$ cat src/sv/ivalu_pkg.sv
// ----------------------------------------------------------------------------
// ivalu_pkg
// Shared constants and types of the four-lane int32 vector ALU.
// ----------------------------------------------------------------------------
package ivalu_pkg;

   localparam int WORD_W = 32;
   localparam int LANES  = 4;
   // one quotient bit per divider stage
   localparam int DIV_STEPS = WORD_W;

   localparam logic [3:0] CMD_ADD = 4'd0;
   localparam logic [3:0] CMD_SUB = 4'd1;
   localparam logic [3:0] CMD_MUL = 4'd2;
   localparam logic [3:0] CMD_DIV = 4'd3;
   localparam logic [3:0] CMD_MIN = 4'd4;
   localparam logic [3:0] CMD_MAX = 4'd5;
   localparam logic [3:0] CMD_EQ  = 4'd6;
   localparam logic [3:0] CMD_GT  = 4'd7;
   localparam logic [3:0] CMD_LT  = 4'd8;
   localparam logic [3:0] CMD_NE  = 4'd9;
   localparam logic [3:0] CMD_GE  = 4'd10;
   localparam logic [3:0] CMD_LE  = 4'd11;

   typedef struct packed {
      logic eq;
      logic gt;
      logic lt;
      logic zero;
   } lane_flags_type;

endpackage

$ cat src/sv/ivalu_merge.sv
// ----------------------------------------------------------------------------
// ivalu_merge
// Combines the lane flags into the predicate and zero-divisor flag; sums A lanes.
// ----------------------------------------------------------------------------
module ivalu_merge (
   input  logic [3:0]                                     command,
   input  ivalu_pkg::lane_flags_type [ivalu_pkg::LANES-1:0] flags,
   input  logic [ivalu_pkg::LANES-1:0][ivalu_pkg::WORD_W-1:0] a_vec,
   output logic                                           predicate,
   output logic                                           divide_by_zero,
   output logic [ivalu_pkg::WORD_W-1:0]                   lane_total
);

   logic all_eq;
   logic all_gt;
   logic all_lt;
   logic any_zero;

   always_comb begin
      all_eq     = 1'b1;
      all_gt     = 1'b1;
      all_lt     = 1'b1;
      any_zero   = 1'b0;
      lane_total = '0;
      for (int i = 0; i < ivalu_pkg::LANES; i++) begin
         all_eq     = all_eq & flags[i].eq;
         all_gt     = all_gt & flags[i].gt;
         all_lt     = all_lt & flags[i].lt;
         any_zero   = any_zero | flags[i].zero;
         lane_total = lane_total + a_vec[i];
      end
   end

   always_comb begin
      case (command)
         ivalu_pkg::CMD_EQ: predicate = all_eq;
         ivalu_pkg::CMD_GT: predicate = all_gt;
         ivalu_pkg::CMD_LT: predicate = all_lt;
         ivalu_pkg::CMD_NE: predicate = ~all_eq;
         ivalu_pkg::CMD_GE: predicate = all_eq | all_gt;
         ivalu_pkg::CMD_LE: predicate = all_eq | all_lt;
         default:           predicate = 1'b0;
      endcase
   end

   assign divide_by_zero = (command == ivalu_pkg::CMD_DIV) & any_zero;

endmodule
$ cat config.mk
export PLATFORM = sky130hd
export DESIGN_NAME = ivalu_merge
export DESIGN_NICKNAME = d
export VERILOG_FILES = /design/src/sv/ivalu_pkg.sv /design/src/sv/ivalu_merge.sv
export SDC_FILE = /design/constraint.sdc
export NUM_CORES = 1
export LEC_CHECK = 0
export ABC_AREA = 1
export BUFFER_PORTS_ARGS = -buffer_cell sky130_fd_sc_hd__buf_2
export CAP_MARGIN = 20
export CORE_MARGIN = 2
export CORE_UTILIZATION = 30
export DETAILED_ROUTE_END_ITERATION = 10
export MAX_ROUTING_LAYER = met4
export PLACE_DENSITY = 0.53
export SYNTH_ARGS = -nofsm -noshare
export SYNTH_HDL_FRONTEND = slang
export SYNTH_SLANG_ARGS = --single-unit
$ cat constraint.sdc
create_clock -name vclk -period 5.15
set_input_delay 0.515 -clock vclk [all_inputs]
set_output_delay 0.515 -clock vclk [all_outputs]
set_load 0.1 [all_outputs]
==> qor.yml, run 1 <==
power:
  cellInternalPower_mw: 0.606
  vdd.ir_drop.worst_mv: 0.309
  p_leak_nw: 3.77
  fin_total_pwr_mw: 2.97
  netSwitchingPower_mw: 2.36
  power-per-cell-area_nw_per_um2: 545
  power.share.sequential_pct: 0
  power.switching_fraction_pct: 79.6
  part_of_the_total_power_dissipated_in_combinational_logic_pct: 100.0
  clockPowerShare_pct: 0
place:
  placed_instance_area_um2: 5450
  placed_cells: 1103
  post_dp_hpwl_um: 10000
  routabilityCongestion: 0.877
  place_ws_ns: 1.14
  port_buffers: 182
synthesis:
  yosys.cell_count.top_type: "inv_1"
  synthesis.nets: 982
  post_synth_most_frequent_cells: "inv_1 (279), nand2_1 (231), fa_1 (62), nor2_1 (43), ha_1 (31)"
  syn-cell-area_um2: 4310
  synth_simple_gate_area_share_pct: 31.0
  xor_xnor_fraction_of_synth_area_pct: 3.66
  synth_compound_area_share_pct: 3.34
  count_of_mapped_cells_out_of_synthesis: 741
  synth_cell_type_count: 24
  synth_top_cells_by_area: "fa_1 (29%), inv_1 (24%), nand2_1 (20%)"
  synth-adder-area-share_pct: 37.8
  synth.area.mux_share_pct: 0
  synth_area_per_cell_um2: 5.82
  synthDominantAreaCellType: "fa_1"
  ys_warn_count: 0
  combinational_family_with_the_most_area_after_synthesis: "adder cells"
  synthDominantCellAreaShare_pct: 28.8
  synth-seq-area-share_pct: 0
worst_hold_path:
  hp-class: "primary input to primary output"
  min-delay-start: "command[3]"
grt:
  antenna_found_initial: 0
  grt_pass1_wl_um: 18000
  tot_gr_track_use_pct: 14.5
  grt_max_degree: 7
  globalRoute.totalOverflow: 0
  first_global_vias: 4213
timing:
  final.hold.worst_slack_ns: 1.45
  timing_limited_maximum_frequency_ghz: 0.248
  setup_viol: 0
  final_min_period_over_clock_period_pct: 78.3
  period_minus_slack_ns: 4.03
  grt_setup_unrepaired: "false"
  sum_neg_setup_slack_ns: 0
  setup_slack_ns: 1.12
  timing.final.hold_violations: 0
  relSlewSlack_pct: 65.6
  max_slew.worst_pin.slew_ns: 0.520
  timing.final.max_slew_violations: 0
floorplan:
  die_area_um2: 15400
  die_w_um: 124
  placeableCoreArea_um2: 14000
  core.rowCount: 43
  floorplan.die.height_um: 124
  pin_count: 182
  start_util_pct: 30.8
setup_path:
  cp-end-kind: "primary output"
  timing.setup.critical_path_class: "primary input to primary output"
  crit_path_from: "a_vec[1]"
  worst-path-max-fanout: 3
  arrival_ns: 3.52
  critical_path_required_ns: 4.64
  timing.critical_path.from_type: "primary input"
finish:
  utilization_pct: 39.0
  final_cell_area_um2: 5450
  filler_cell_count: 1625
  clk_buf: 0
  seqCellArea_um2: 0
  syn2layout_area_growth_pct: 26.3
  stdcell_count: 1103
  multi_input_comb_area_um2: 3270
  number_of_antenna_repair_diodes: 0
  flops_and_latches: 0
  fin_nets: 1166
  final_layout_size_suffix_gt1_share_pct: 21.0
clock_network:
  cts.repair_timing.setup_buffer_count: 0
  post_cts_resize_count: 0
  hold_buf_count_cts: 0
route:
  drtAntennaViolNets: 0
  postRouteWirelength_um: 10500
  detail_route.drc_violations: 0
  via_per_inst: 4.00
  route.detailed.wl_per_inst_um: 9.56
  vias: 4412
  dr.first_iter.drc_count: 158
  drt-pass1-iter-count: 5
job:
  maxCapViolCount: 0
status:
  status: "completed"
[path summary, 6_finish.rpt]
| path | end | cells after the start |
|---|---|---|
| worst max-delay path | lane_total[29] | 13 |
| worst min-delay path | divide_by_zero | 3 |
[placed cells by master, fill, tap and decap left out, drive strengths merged]
cell,synthesis,final
inv,279,279
nand2,234,234
buf,0,182
fa,62,62
nor2,47,47
ha,31,31
nand3,28,28
a21oi,17,17
xor2,15,15
nor3,6,6
o21bai,5,5
nand4,4,4
xnor2,3,3
nor4,3,3
nand2b,1,1
a21o,1,1
o21ai,1,1
nor3b,1,1
o2111ai,1,1
or2,1,1
nor4b,1,1
[worst max-delay path: stages]
cell     delay, ns
buf_2         0.11
fa_1          0.55
fa_1          0.41
ha_1          0.23
fa_1          0.44
nand3_1       0.12
nand3_1       0.15
nand3_1       0.11
nand3_1       0.15
nand2_1       0.15
nand3_1       0.08
nand2_1       0.07
buf_2         0.42
[routing by layer]
layer | share of wire [%] | vias to the layer above | global-route usage, %
met1 | 47 | 1884 | 19.0
met3 | 5.4 | 0 | 0.824
met4 | 0 | 0 | 0
li1 | - | 2431 | -
met5 | 0 | - | -
met2 | 47 | 97 | 26.3
[cell type report]
class / instances / area share (%)
Inverter: 279 / 19.2
Multi-Input combinational cell: 462 / 59.9
Timing Repair Buffer: 182 / 16.7
Tap cell: 180 / 4.13
[power groups by stage]
stage                     Clock, mW  Combinational, mW  Sequential [mW]
after floorplan                   0               2.45                0
after global placement            0               3.00                0
after detailed placement          0               2.99                0
after CTS                         0               3.00                0
after global routing              0               3.23                0
final                             0               2.97                0
[logic make-up after synthesis]
kind of cell / count (synthesis)
buffers and inverters: 279
and+or+nand+nor: 326
AOI/OAI and AO/OA: 25
adders and majority gates: 93
xor gates and xnor gates: 18
Note: power is estimated with default switching activity, not from simulation.
==> run 2, diff against run 1 <==
Clock period 5.15 ns to 4 ns, I/O delays scaled along.
==> qor.yml, run 2 (synthesis gave the netlist of run 1 again) <==
status:
  status: "completed"
floorplan:
  placeableCoreArea_um2: 14000
  start_util_pct: 30.8
  die_area_um2: 15400
  die_w_um: 124
  pin_count: 182
  core.rowCount: 43
  floorplan.die.height_um: 124
place:
  placed_instance_area_um2: 5740
  routabilityCongestion: 0.852
  placed_cells: 1103
  port_buffers: 182
  place_ws_ns: 0.308
  post_dp_hpwl_um: 10200
finish:
  syn2layout_area_growth_pct: 33.2
  seqCellArea_um2: 0
  flops_and_latches: 0
  final_cell_area_um2: 5740
  highest_count_cells_in_the_layout_ignoring_fill_and_taps: "inv_1 (279), nand2_1 (231), buf_2 (165)"
  final_layout_size_suffix_gt1_share_pct: 21.8
  fin_nets: 1166
  stdcell_count: 1103
  clk_buf: 0
  number_of_antenna_repair_diodes: 0
  final_common_cell: "inv_1"
route:
  drtAntennaViolNets: 0
  drt-pass1-iter-count: 4
  via_per_inst: 4.02
  detail_route.drc_violations: 0
  postRouteWirelength_um: 10700
  dr.first_iter.drc_count: 159
  route.detailed.wl_per_inst_um: 9.69
  vias: 4439
worst_hold_path:
  min-delay-start: "command[3]"
  min_path_cells: 3
  hp-class: "primary input to primary output"
grt:
  grt.met1_usage_pct: 18.7
  first_global_vias: 4319
  grt.busiest_layer: "met2"
  antenna_found_initial: 0
  grt_pass1_wl_um: 18000
  met2_routing_resource_usage_after_global_routing_pct: 26.7
  use_met3_pct: 0.870
  grt_max_degree: 7
  globalRoute.totalOverflow: 0
  tot_gr_track_use_pct: 14.5
power:
  cellInternalPower_mw: 1.18
  power-per-cell-area_nw_per_um2: 750
  clockPowerShare_pct: 0
  vdd.ir_drop.worst_mv: 0.385
  power.share.sequential_pct: 0
  p_leak_nw: 3.87
  fin_total_pwr_mw: 4.31
  power.switching_fraction_pct: 72.7
  netSwitchingPower_mw: 3.13
  part_of_the_total_power_dissipated_in_combinational_logic_pct: 100.0
timing:
  grt_setup_unrepaired: "false"
  final_min_period_over_clock_period_pct: 91.7
  max_slew.worst_pin.slew_ns: 0.510
  period_minus_slack_ns: 3.67
  relSlewSlack_pct: 66.2
  setup_slack_ns: 0.331
  timing.final.hold_violations: 0
  timing.final.max_slew_violations: 0
  timing_limited_maximum_frequency_ghz: 0.273
  sum_neg_setup_slack_ns: 0
  setup_viol: 0
setup_path:
  critical_path_required_ns: 3.60
  worst-path-max-fanout: 4
  crit_path_from: "a_vec[5]"
  timing.setup.critical_path_class: "primary input to primary output"
  arrival_ns: 3.27
  timing.critical_path.from_type: "primary input"
  cp-end-kind: "primary output"
job:
  maxCapViolCount: 0
clock_network:
  cts.repair_timing.setup_buffer_count: 0
  post_cts_resize_count: 0
  hold_buf_count_cts: 0
## run 2: cell counts in the layout (fill, tap and decap cells not counted)
No cell type changed its count.
## run 2: metrics by stage
step	hold WS, ns	utilization, %
final	1.21	41.1
after global routing	1.23	41.1
after CTS	1.22	41.1
after floorplan	1.15	-
after detailed placement	1.22	41.1
after global placement	1.21	41.1
## run 2: critical path: stages
cell     delay (ns)
buf_2          0.07
inv_1          0.05
fa_1           0.54
inv_1          0.06
fa_1           0.47
ha_1           0.38
nand2_1        0.13
nor2_1         0.12
nand2_1        0.08
nand3_2        0.10
nand2_1        0.07
nand2_1        0.21
xor2_2         0.14
buf_2          0.44
## run 2: power by group through the flow
stage	Clock, mW	Combinational (mW)	Sequential (mW)
after floorplan	0	3.20	0
after global placement	0	4.35	0
after detailed placement	0	4.35	0
after CTS	0	4.36	0
after global routing	0	4.65	0
final	0	4.31	0
## run 2: path summary, 6_finish.rpt
| kind | to | slack, ns |
|---|---|---|
| min | divide_by_zero | 1.21 |
| max | lane_total[15] | 0.33 |
## run 2: layout make-up
class / instances / area [um^2]
fill: 1568 / 8240
inverter: 279 / 1050
multi-input combinational: 462 / 3320
tap: 180 / 225
timing repair buffer: 182 / 1150
## run 2: metal layers
metal  up-vias  part of all wire [%]
met5         -                     0
met4         0                  0.18
met3         2                   5.8
met2       102                    48
met1      1912                    46
li1       2423                     -
